### config.mk
export PLATFORM = sky130hd
export DESIGN_NAME = adc_channel_request_scanner
export DESIGN_NICKNAME = d
export VERILOG_FILES = /design/src/rtl/core/adccrs_pkg.sv /design/src/rtl/core/adccrs_slot_table.sv /design/src/rtl/core/adc_channel_request_scanner.sv
export SDC_FILE = /design/constraint.sdc
export NUM_CORES = 1
export LEC_CHECK = 0
export ABC_CLOCK_PERIOD_IN_PS = 3400
export BUFFER_PORTS_ARGS = -buffer_cell sky130_fd_sc_hd__clkbuf_2
export CORE_MARGIN = 2
export CORE_UTILIZATION = 35
export CTS_BUF_LIST = sky130_fd_sc_hd__clkbuf_8
export CTS_CLUSTER_DIAMETER = 60
export DETAILED_ROUTE_END_ITERATION = 8
export MAX_ROUTING_LAYER = met4
export PLACE_DENSITY_LB_ADDON = 0.25
export SYNTH_ARGS = -nofsm -noshare
export SYNTH_HDL_FRONTEND = slang
export SYNTH_SLANG_ARGS = --single-unit
### constraint.sdc
create_clock -name clock -period 3.4 [get_ports clock]
set_input_delay 0.51 -clock clock [delete_from_list [all_inputs] [get_ports clock]]
set_output_delay 0.51 -clock clock [all_outputs]
set_load 0.005 [all_outputs]
### src/rtl/core/adccrs_pkg.sv
// Shared types and constants for the ADC channel request scanner.
// Used by adccrs_slot_table and adc_channel_request_scanner; no dependencies.
package adccrs_pkg;

   localparam int SLOT_COUNT    = 6;
   localparam int CHANNEL_COUNT = 8;
   localparam int SAMPLE_BITS   = 10;

   localparam int SLOT_IDX_W = (SLOT_COUNT > 1) ? $clog2(SLOT_COUNT) : 1;
   localparam int FILL_W     = $clog2(SLOT_COUNT + 1);
   localparam int CH_IDX_W   = $clog2(CHANNEL_COUNT);

   typedef logic [2:0]            channel_type;
   typedef logic [9:0]            value_type;
   typedef logic [SAMPLE_BITS-1:0] sample_type;
   typedef logic [SLOT_IDX_W-1:0] slot_idx_type;
   typedef logic [FILL_W-1:0]     fill_type;
   typedef logic [CH_IDX_W-1:0]   ch_idx_type;

   typedef enum logic {
      CMD_REQUEST = 1'b0,
      CMD_TICK    = 1'b1
   } cmd_type;

   typedef enum logic [1:0] {
      PHASE_IDLE = 2'd0,
      PHASE_BUSY = 2'd1,
      PHASE_DONE = 2'd2
   } phase_type;

   typedef struct packed {
      cmd_type     cmd;
      channel_type request_channel;
      logic        converter_idle;
      value_type   converter_sample;
   } req_item_type;

   typedef struct packed {
      logic        start_conversion;
      channel_type conversion_channel;
      logic        result_valid;
      value_type   result_value;
   } rsp_item_type;

endpackage

### src/rtl/core/adccrs_slot_table.sv
// Slot table, sample store and round-robin scan state of the ADC scanner.
// Depends on adccrs_pkg for the item structs, phase codes and sizes.
module adccrs_slot_table (
   input  logic                     clock,
   input  logic                     reset,
   input  logic                     step,
   input  adccrs_pkg::req_item_type item,
   output adccrs_pkg::rsp_item_type result
);

   adccrs_pkg::channel_type  slot_channel_ff [adccrs_pkg::SLOT_COUNT];
   adccrs_pkg::channel_type  slot_channel_in [adccrs_pkg::SLOT_COUNT];
   logic                     slot_filled_ff  [adccrs_pkg::SLOT_COUNT];
   logic                     slot_filled_in  [adccrs_pkg::SLOT_COUNT];
   adccrs_pkg::phase_type    slot_phase_ff   [adccrs_pkg::SLOT_COUNT];
   adccrs_pkg::phase_type    slot_phase_in   [adccrs_pkg::SLOT_COUNT];
   adccrs_pkg::sample_type   store_ff        [adccrs_pkg::CHANNEL_COUNT];
   adccrs_pkg::slot_idx_type scan_ff, scan_in;
   logic                     converting_ff, converting_in;
   adccrs_pkg::fill_type     fill_ff, fill_in;

   logic                     store_we;
   adccrs_pkg::ch_idx_type   store_waddr;
   adccrs_pkg::sample_type   store_wdata;

   logic                     found;
   adccrs_pkg::slot_idx_type hit_idx;
   logic                     chan_ok;
   adccrs_pkg::slot_idx_type pos;
   adccrs_pkg::channel_type  pos_channel;

   // Parallel lookup; the lowest matching slot wins.
   always_comb begin
      found   = 1'b0;
      hit_idx = '0;
      for (int i = adccrs_pkg::SLOT_COUNT - 1; i >= 0; i--) begin
         if (slot_filled_ff[i] && (slot_channel_ff[i] == item.request_channel)) begin
            found   = 1'b1;
            hit_idx = adccrs_pkg::slot_idx_type'(i);
         end
      end
   end

   assign chan_ok = (32'(item.request_channel) < 32'(adccrs_pkg::CHANNEL_COUNT));
   assign pos     = (32'(scan_ff) < 32'(adccrs_pkg::SLOT_COUNT)) ? scan_ff : '0;
   assign pos_channel = slot_channel_ff[pos];

   always_comb begin
      slot_channel_in = slot_channel_ff;
      slot_filled_in  = slot_filled_ff;
      slot_phase_in   = slot_phase_ff;
      scan_in         = scan_ff;
      converting_in   = converting_ff;
      fill_in         = fill_ff;
      store_we        = 1'b0;
      store_waddr     = adccrs_pkg::ch_idx_type'(pos_channel);
      store_wdata     = adccrs_pkg::sample_type'(item.converter_sample);
      result          = '0;

      case (item.cmd)
         adccrs_pkg::CMD_REQUEST: begin
            if (chan_ok) begin
               if (found) begin
                  if (slot_phase_ff[hit_idx] == adccrs_pkg::PHASE_DONE) begin
                     result.result_valid = 1'b1;
                     result.result_value = adccrs_pkg::value_type'(
                        store_ff[adccrs_pkg::ch_idx_type'(item.request_channel)]);
                     slot_phase_in[hit_idx] = adccrs_pkg::PHASE_IDLE;
                  end
               end else if (32'(fill_ff) < 32'(adccrs_pkg::SLOT_COUNT)) begin
                  slot_channel_in[fill_ff[adccrs_pkg::SLOT_IDX_W-1:0]] = item.request_channel;
                  slot_filled_in[fill_ff[adccrs_pkg::SLOT_IDX_W-1:0]]  = 1'b1;
                  slot_phase_in[fill_ff[adccrs_pkg::SLOT_IDX_W-1:0]]   = adccrs_pkg::PHASE_IDLE;
                  fill_in = fill_ff + adccrs_pkg::fill_type'(1);
               end
            end
         end
         adccrs_pkg::CMD_TICK: begin
            scan_in = pos;
            if (!converting_ff) begin
               if (slot_filled_ff[pos] && (slot_phase_ff[pos] == adccrs_pkg::PHASE_IDLE)) begin
                  result.start_conversion   = 1'b1;
                  result.conversion_channel = pos_channel;
                  slot_phase_in[pos]        = adccrs_pkg::PHASE_BUSY;
                  converting_in             = 1'b1;
               end else begin
                  scan_in = (32'(pos) == adccrs_pkg::SLOT_COUNT - 1) ? '0
                          : pos + adccrs_pkg::slot_idx_type'(1);
               end
            end else if (item.converter_idle) begin
               if (slot_phase_ff[pos] == adccrs_pkg::PHASE_BUSY) begin
                  store_we           = (32'(pos_channel) < 32'(adccrs_pkg::CHANNEL_COUNT));
                  slot_phase_in[pos] = adccrs_pkg::PHASE_DONE;
                  converting_in      = 1'b0;
                  scan_in = (32'(pos) == adccrs_pkg::SLOT_COUNT - 1) ? '0
                          : pos + adccrs_pkg::slot_idx_type'(1);
               end
            end
         end
         default: begin
            result = '0;
         end
      endcase
   end

   always_ff @(posedge clock) begin
      if (reset) begin
         for (int i = 0; i < adccrs_pkg::SLOT_COUNT; i++) begin
            slot_filled_ff[i] <= 1'b0;
            slot_phase_ff[i]  <= adccrs_pkg::PHASE_IDLE;
         end
         scan_ff       <= '0;
         converting_ff <= 1'b0;
         fill_ff       <= '0;
      end else if (step) begin
         slot_filled_ff <= slot_filled_in;
         slot_phase_ff  <= slot_phase_in;
         scan_ff        <= scan_in;
         converting_ff  <= converting_in;
         fill_ff        <= fill_in;
      end
   end

   // Channel numbers and samples have no defined reset value.
   always_ff @(posedge clock) begin
      if (step) begin
         slot_channel_ff <= slot_channel_in;
         if (store_we) begin
            store_ff[store_waddr] <= store_wdata;
         end
      end
   end

endmodule

### src/rtl/core/adc_channel_request_scanner.sv
// Top level of the ADC channel request scanner: request and response registers.
// Depends on adccrs_pkg and adccrs_slot_table.

// The scanner takes one request per clock while responses drain, and returns
// exactly one response for each, through the input and output registers.
// A request registered at the input is resolved against the six-slot table
// and the per-channel sample store, and the response is registered at the
// output. While a finished response waits, the input register can take one
// more request and then holds it until the response is drained; with the
// response side always ready the sustained rate is one request per cycle.
// Channel requests return a stored sample only for a slot in the done phase;
// scan ticks start a conversion or capture the converter's sample.
module adc_channel_request_scanner (
   input  logic       clock,
   input  logic       reset,
   input  logic       req_valid,
   output logic       req_ready,
   input  logic       req_cmd,
   input  logic [2:0] req_request_channel,
   input  logic       req_converter_idle,
   input  logic [9:0] req_converter_sample,
   output logic       rsp_valid,
   input  logic       rsp_ready,
   output logic       rsp_start_conversion,
   output logic [2:0] rsp_conversion_channel,
   output logic       rsp_result_valid,
   output logic [9:0] rsp_result_value
);

   logic                     in_valid_ff, in_valid_in;
   adccrs_pkg::req_item_type in_item_ff;
   logic                     out_valid_ff, out_valid_in;
   adccrs_pkg::rsp_item_type out_item_ff;
   adccrs_pkg::rsp_item_type result;
   logic                     advance;
   logic                     req_take;

   // A request moves on when the response register is empty or being drained.
   assign advance   = in_valid_ff && (!out_valid_ff || rsp_ready);
   assign req_ready = !in_valid_ff || advance;
   assign req_take  = req_valid && req_ready;

   assign in_valid_in  = req_take || (in_valid_ff && !advance);
   assign out_valid_in = advance || (out_valid_ff && !rsp_ready);

   adccrs_slot_table u_table (
      .clock  (clock),
      .reset  (reset),
      .step   (advance),
      .item   (in_item_ff),
      .result (result)
   );

   always_ff @(posedge clock) begin
      if (reset) begin
         in_valid_ff  <= 1'b0;
         out_valid_ff <= 1'b0;
      end else begin
         in_valid_ff  <= in_valid_in;
         out_valid_ff <= out_valid_in;
      end
   end

   always_ff @(posedge clock) begin
      if (req_take) begin
         in_item_ff.cmd              <= adccrs_pkg::cmd_type'(req_cmd);
         in_item_ff.request_channel  <= req_request_channel;
         in_item_ff.converter_idle   <= req_converter_idle;
         in_item_ff.converter_sample <= req_converter_sample;
      end
      if (advance) begin
         out_item_ff <= result;
      end
   end

   assign rsp_valid              = out_valid_ff;
   assign rsp_start_conversion   = out_item_ff.start_conversion;
   assign rsp_conversion_channel = out_item_ff.conversion_channel;
   assign rsp_result_valid       = out_item_ff.result_valid;
   assign rsp_result_value       = out_item_ff.result_value;

endmodule

# Word level (Yosys, flattened, before mapping)
# Memory sizes are Yosys's and may differ from the RTL's. A register that Yosys moved wholly into a read port is not among the register bits.
# Index checks and enable logic that the tools add are counted.
totals:
  register_bits: 75
  ramBits: 80
  mem_count: 1
  output_inout_bits: 17
  word_cells: 167
op_classes:
  n_eq_ne: 14
  magnitude_cmp: 8
  n_bitwise: 18
  muxes: 63
  addsub: 2
  n_reduce_logical: 30
mem_list:
  columns: ["name", "depth", "width", "rd", "rd_ports_with_merged_regs", "wr", "line_no", "text"]
  rows:
  - ["u_table.store_ff", 8, 10, 1, 1, 1, "adccrs_slot_table.sv:17", "adccrs_pkg::sample_type store_ff [adccrs_pkg::CHANNEL_COUNT];"]
op_table:
  columns: ["operator", "count"]
  rows:
  - ["$mux W12", 7]
  - ["$mux W3", 16]
  - ["$and A12 B12 Y12", 2]
  - ["$not A12 Y12", 2]
  - ["$pmux W12 S2", 1]
  - ["$mux W1", 20]
  - ["$bwmux W18", 1]
  - ["$demux W2 S3", 3]
  - ["$eq A3 B3 Y1", 6]
  - ["$or A6 B6 Y6", 3]
  - ["$logic_and A1 B1 Y1", 14]
  - ["$mux W2", 7]
  - ["$and A6 B6 Y6", 2]
  - ["$bmux W2 S3", 2]
  - ["$ge A4 B4 Y1 const B", 3]
  - ["$lt A4 B1 Y1 const B", 3]
  - ["$not A3 Y4", 3]
  - ["$not A6 Y6", 2]
  - ["$mux W11", 1]
  - ["$bmux W3 S3", 1]
  - ["$demux W3 S3", 1]
  - ["$ne A3 B3 Y1 const B", 3]
  - ["$add A3 B1 Y3 const B", 2]
  - ["$lt A3 B3 Y1 const B", 2]
  - ["other kinds (16)", 28]

# Logic depth before layout (Yosys ltp)
logic_depth:
  depth_word: 18
  ltp_mapped: 11
  ltp_nobuf: 10

# Modules after synthesis
# From an unflattened synthesis, not the netlist that was laid out.
hier_totals:
  cells_unflattened: 476
  area_unflattened_um2: 6860.3
modules_own_cells:
  columns: ["mod", "cells_each", "instances", "area_per_inst_um2", "seq_area_each_um2"]
  rows:
  - ["adccrs_slot_table", 436, 1, 5855.6, 3443.3]
  - ["adc_channel_request_scanner", 40, 1, 1004.7, 940.9]

# Worst setup path after synthesis
# OpenSTA, ideal clock, no wires.
synth_timing:
  path_kind: "input -> register"
  from: "input rsp_ready"
  to: "memory u_table.store_ff[7][0] (netlist name) (enable)"
  t_arrival_ns: 3.112
  path_buffers: 1
  cell_stages: 8
  slack_ns: -0.102
  required_ns: 3.010
  path_cell_list: "nor2b_1 nor2b_1 and2_1 buf_1 nand2_1 nor3_4 nand2b_1 nor3_1"
synth_via:
  elab_chain_len: 4
synth_lines:
  columns: ["element", "line_no", "text"]
  rows:
  - ["start: declaration", "adc_channel_request_scanner.sv:23", "input logic rsp_ready,"]
  - ["$logic_or A1 B1 Y1", "adc_channel_request_scanner.sv:39", "assign advance = in_valid_ff && (!out_valid_ff || rsp_ready);"]
  - ["$logic_and A1 B1 Y1", "adc_channel_request_scanner.sv:39", null]
  - ["named net advance", "adc_channel_request_scanner.sv:35", "logic advance;"]
  - ["$mux W1", "adccrs_slot_table.sv:126", "if (step) begin"]
  - ["$mux W1 (not written as such)", "adccrs_slot_table.sv:129", "store_ff[store_waddr] <= store_wdata;"]
  - ["end: declaration", "adccrs_slot_table.sv:17", null]
# The timed path passes the listed nets, and every way through them passes these cells.

# Worst setup path in the final report
layout_timing:
  from: "register in_item_ff[13] (netlist name)"
  to: "register out_item_ff, in the netlist rsp_result_value[4] (data pin)"
layout_via:
  elab_chain_len: 15
  word_cells_on_any_way: 32
  classes_between: "eq/ne (7); mux (15); bitwise (3); reduce/logical (7)"
layout_lines:
  columns: ["element", "line_no", "text"]
  rows:
  - ["start: declaration", "adc_channel_request_scanner.sv:31", "adccrs_pkg::req_item_type in_item_ff;"]
  - ["$eq A3 B3 Y1", "adccrs_slot_table.sv:37", "if (slot_filled_ff[i] && (slot_channel_ff[i] == item.request_channel)) begin"]
  - ["$logic_and A1 B1 Y1", "adccrs_slot_table.sv:37", null]
  - ["$mux W3 (6 in a row)", "adccrs_slot_table.sv:37", null]
  - ["$not A3 Y4 (not written as such)", "adccrs_slot_table.sv:64", "if (slot_phase_ff[hit_idx] == adccrs_pkg::PHASE_DONE) begin"]
  - ["$bmux W2 S3", "adccrs_slot_table.sv:64", null]
  - ["$mux W2 (not written as such) (2 in a row)", "adccrs_slot_table.sv:64", null]
  - ["$eq A2 B2 Y1", "adccrs_slot_table.sv:64", null]
  - ["$not A1 Y1 (no line)", null, null]
  - ["$reduce_or A3 Y1 (no line) *", null, null]
  - ["end signal: assignment", "adc_channel_request_scanner.sv:72", "out_item_ff <= result;"]
  - ["end: declaration", "adc_channel_request_scanner.sv:33", "adccrs_pkg::rsp_item_type out_item_ff;"]
# Mark *: on every way between the ends. The rest lies on a longest branch, timed or not. The select of a mux whose other input is x is not followed.
# A chain may end at the register's enable or synchronous reset.

==> impl_metrics.csv <==
group,metric,value,unit
worst_setup_path,cp_slowest_stage_delay,750,ps
final_layout,diodes,0,
synthesis,yosys.cell_types.count,55,
synthesis,async_flop_share,0,%
synthesis,synth_edf_count,128,
power_and_ir_drop,power.internal,2.93,mW
power_and_ir_drop,ir_drop,204,uV
final_layout,fillCellCount,1808,
drt,via_per_inst,5.15,
worst_setup_path,critPathLaunchType,"flip-flop",
worst_setup_path,cp_max_fo,13,
sta,fin_crit,3100,ps
synthesis,synthesis.nets,509,
sta,drv_slew,0,
power_and_ir_drop,combPwrFrac,5.8,%
final_layout,nNetsFinal,561,
place,gp_congestion,0.915,
clock_tree,clkLatencyLatePin,460,ps
power_and_ir_drop,p_switching,983,uW
power_and_ir_drop,power_density,495,nW/um^2
synthesis,syn_inst,484,
global_routing,grt.busiest_layer,"met2",
power_and_ir_drop,p_leak,2.79,nW
sta,worstMarginPinSlew,1020,ps
sta,fmax,322,MHz
floorplan,rows,51,
drt,drt-total-wl,15000,um
worst_setup_path,critPathKind,"flip-flop to flip-flop",
clock_tree,clockBufferDepth,2,
global_routing,grt_pass1_vias,4273,
drt,drt-initial-drc-count,323,
sta,period_share,91.3,%
clock_tree,clkTransAtPathRegs,100,ps
final_layout,ff_latch_area,4440,um^2
sta,hold_viol_final,0,
min_path,worstHoldPathType,"primary input to flip-flop",
final_layout,utilization,40.8,%
clock_tree,cts_tree,"done",
synthesis,avgSynthCellArea,14.3,um^2
sta,rsz0062_at_grt,"no",
final_layout,drive_gt1_share,24.2,%
flow_run,drv_cap,0,
clock_tree,cts_hold_buf,0,
final_layout,syn_to_final_growth,14.6,%
drt,wl_per_cell,18.4,um
floorplan,dieWidth,144,um
worst_setup_path,r2r_cells,8,
floorplan,io_pins,36,
global_routing,grt_pass1_wl,23400,um
global_routing,gr-usage-met3,3.68,%
clock_tree,cts.repair.resized,0,
sta,fin_skew,18.1,ps
sta,fin_tns_setup,0,ps
global_routing,met1_usage,20.8,%
global_routing,antenna_found_initial,0,
clock_tree,h-tree-depth,4,
global_routing,track_usage,15.8,%
worst_setup_path,crit_chain,"xnor2_1 -> and4_1 -> nor2_1 -> a311oi_2 -> mux2i_1 -> a31oi_1 -> or4_1 -> nor2_1",
synthesis,yosysWarningCount,0,
clock_tree,post-cts-setup-buffer-count,0,
drt,vias,4192,
drt,drtPass1Iterations,5,
power_and_ir_drop,p_seq_share,55.2,%
global_routing,grt_max_degree,28,
sta,relSlewSlack,31.8,%
clock_tree,cts-root-buf,"clkbuf_8",
synthesis,synth_flop_cell,"edfxtp_1",
min_path,holdPathStages,1,
worst_setup_path,crit_arrival,3410,ps
final_layout,multi_input_area,2310,um^2
worst_setup_path,end_kind,"flip-flop",
worst_setup_path,path_common_cell,"nor2_1",
synthesis,synth-seq-area-share,64.4,%
drt,antenna_left,0,
power_and_ir_drop,p_total,3.91,mW
floorplan,initial_core_util,35.6,%
power_and_ir_drop,power_switching_share,25.1,%
sta,final-setup-viol-count,0,
floorplan,core-area,19400,um^2
outcome,status,"finished, final reports clean",
global_routing,overflow,0,
place,place_hpwl,10400,um
clock_tree,cts_sinks,158,
clock_tree,numCtsBuffers,17,
place,port_buffers,35,
drt,remaining_drc_errors,0,
global_routing,use_met2,24.0,%
floorplan,die_area,20900,um^2
synthesis,ys_seq_elements,158,
worst_setup_path,worst_path_max_delay_cell,"or4_1",
synthesis,netlist_area,6900,um^2
worst_setup_path,cp.required,3710,ps
floorplan,die_h,144,um
power_and_ir_drop,pwr-share-clk,39.0,%
==> path summary, 6_finish.rpt <==
| check | startpoint | to | slack, ps |
|---|---|---|---|
| max | in_item_ff[13]$_DFFE_PP_ | rsp_result_value[4]$_SDFFCE_PP0P_ | 300 |
| min | req_converter_sample[7] | in_item_ff[7]$_DFFE_PP_ | 210 |
| max reg2reg | in_item_ff[13]$_DFFE_PP_ | rsp_result_value[4]$_SDFFCE_PP0P_ | 300 |
| min reg2reg | flip-flop | flip-flop | 510 |
==> state kept, by name (all words and copies together) (netlist names), 3 cells and up, named ones only <==
signal	count
u_table.scan_ff	3
u_table.slot_channel_ff	18
in_item_ff	15
u_table.store_ff	80
rsp_result_value	10
rsp_conversion_channel	3
u_table.fill_ff	3
u_table.slot_filled_ff	6
==> final cells by class <==
class / count / share of cell area, %
clock buffer: 17 / 2.96
clock inverter: 15 / 2.67
inverter: 10 / 0.475
multi-input combinational: 292 / 29.2
sequential: 158 / 56.2
tap: 265 / 4.19
timing repair buffer: 57 / 4.30
==> per-layer routing <==
| metal | part of all wire [%] | vias up |
|---|---|---|
| met5 | 0 | - |
| met3 | 5.3 | 17 |
| met2 | 47 | 122 |
| met1 | 46 | 2098 |
| li1 | - | 1955 |
| met4 | 1.5 | 0 |
==> cell usage after synthesis, types with 5 or more instances <==
| cell | number | area [um^2] |
|---|---|---|
| edfxtp_1 | 128 | 3840 |
| nor2_1 | 59 | 221 |
| nand2_1 | 31 | 116 |
| dfxtp_1 | 30 | 601 |
| mux4_2 | 26 | 586 |
| xnor2_1 | 19 | 166 |
| a21oi_1 | 18 | 90.1 |
| mux2i_1 | 17 | 170 |
| clkbuf_1 | 13 | 48.8 |
| nor3_1 | 13 | 65.1 |
| inv_1 | 9 | 33.8 |
| nand4_1 | 9 | 56.3 |
| and3_1 | 8 | 50.1 |
| nand2b_1 | 7 | 43.8 |
| a31oi_1 | 6 | 37.5 |
| ha_1 | 6 | 75.1 |
| mux2_2 | 6 | 67.6 |
| nor2b_1 | 6 | 37.5 |
| a211oi_1 | 5 | 37.5 |
| and2_1 | 5 | 31.3 |
==> placed cells by master, fill, tap and decap left out, types with 2 or more instances in the layout <==
master	synthesis	layout
edfxtp_1	128	128
nor2_1	59	59
clkbuf_2	0	35
nand2_1	31	31
dfxtp_1	30	30
mux4_2	26	26
buf_4	3	22
xnor2_1	19	19
a21oi_1	18	18
mux2i_1	17	17
clkbuf_8	0	17
nor3_1	13	13
inv_1	9	9
nand4_1	9	9
and3_1	8	8
nand2b_1	7	7
mux2_2	6	6
a31oi_1	6	6
ha_1	6	6
inv_8	0	6
nor2b_1	6	5
and2_1	5	5
a211oi_1	5	5
o21ai_0	4	4
nand3_1	4	4
o21bai_1	4	4
a22oi_1	3	3
and4_1	3	3
a211oi_2	3	3
a311oi_1	3	3
inv_6	0	3
clkinv_8	0	3
nor3b_1	2	2
o31ai_1	2	2
o22ai_1	2	2
o32ai_1	2	2
bufinv_16	0	2
==> worst max-delay path, delay by kind of cell (launching register included) <==
family,cells,cell delay (ps)
AOI/OAI and AO/OA,2,480
and+or+nand+nor,4,1320
DFF,1,610
muxes,1,250
xor gates and xnor gates,1,280
==> power by group through the flow <==
stage / logic (mW) / clock network [mW] / registers [mW]
after floorplan: 0.177 / 0 / 2.17
after global routing: 0.252 / 1.64 / 2.17
after global placement: 0.227 / 0 / 2.20
final: 0.229 / 1.52 / 2.16
after detailed placement: 0.229 / 0 / 2.20
after CTS: 0.230 / 1.57 / 2.16
==> through the flow <==
step / cells / hold WS (ps) / worst slack, ps / area [um^2]
2_1_floorplan: 484 / 453 / 36.3 / 6900
3_3_place_gp: 782 / 484 / 371 / 7460
3_5_place_dp: 782 / 483 / 331 / 7460
4_1_cts: 814 / 186 / 308 / 7910
5_1_grt: 814 / 184 / 81.2 / 7910
6_report: 814 / 213 / 296 / 7910
==> cell families (layout without fill, tap and decap cells) <==
logic type                 Yosys count  count (layout)  synth area share (%)
muxes                               49              49                  11.9
AOI/OAI and AO/OA                   63              63                  6.80
adders and majority gates            6               6                  1.09
DFF                                158             158                  64.4
xor gates and xnor gates            20              20                  2.54
buffers and inverters               34              99                  2.18
and+or+nand+nor                    154             154                  11.1
No activity file was read; power rests on OpenSTA's default activity.
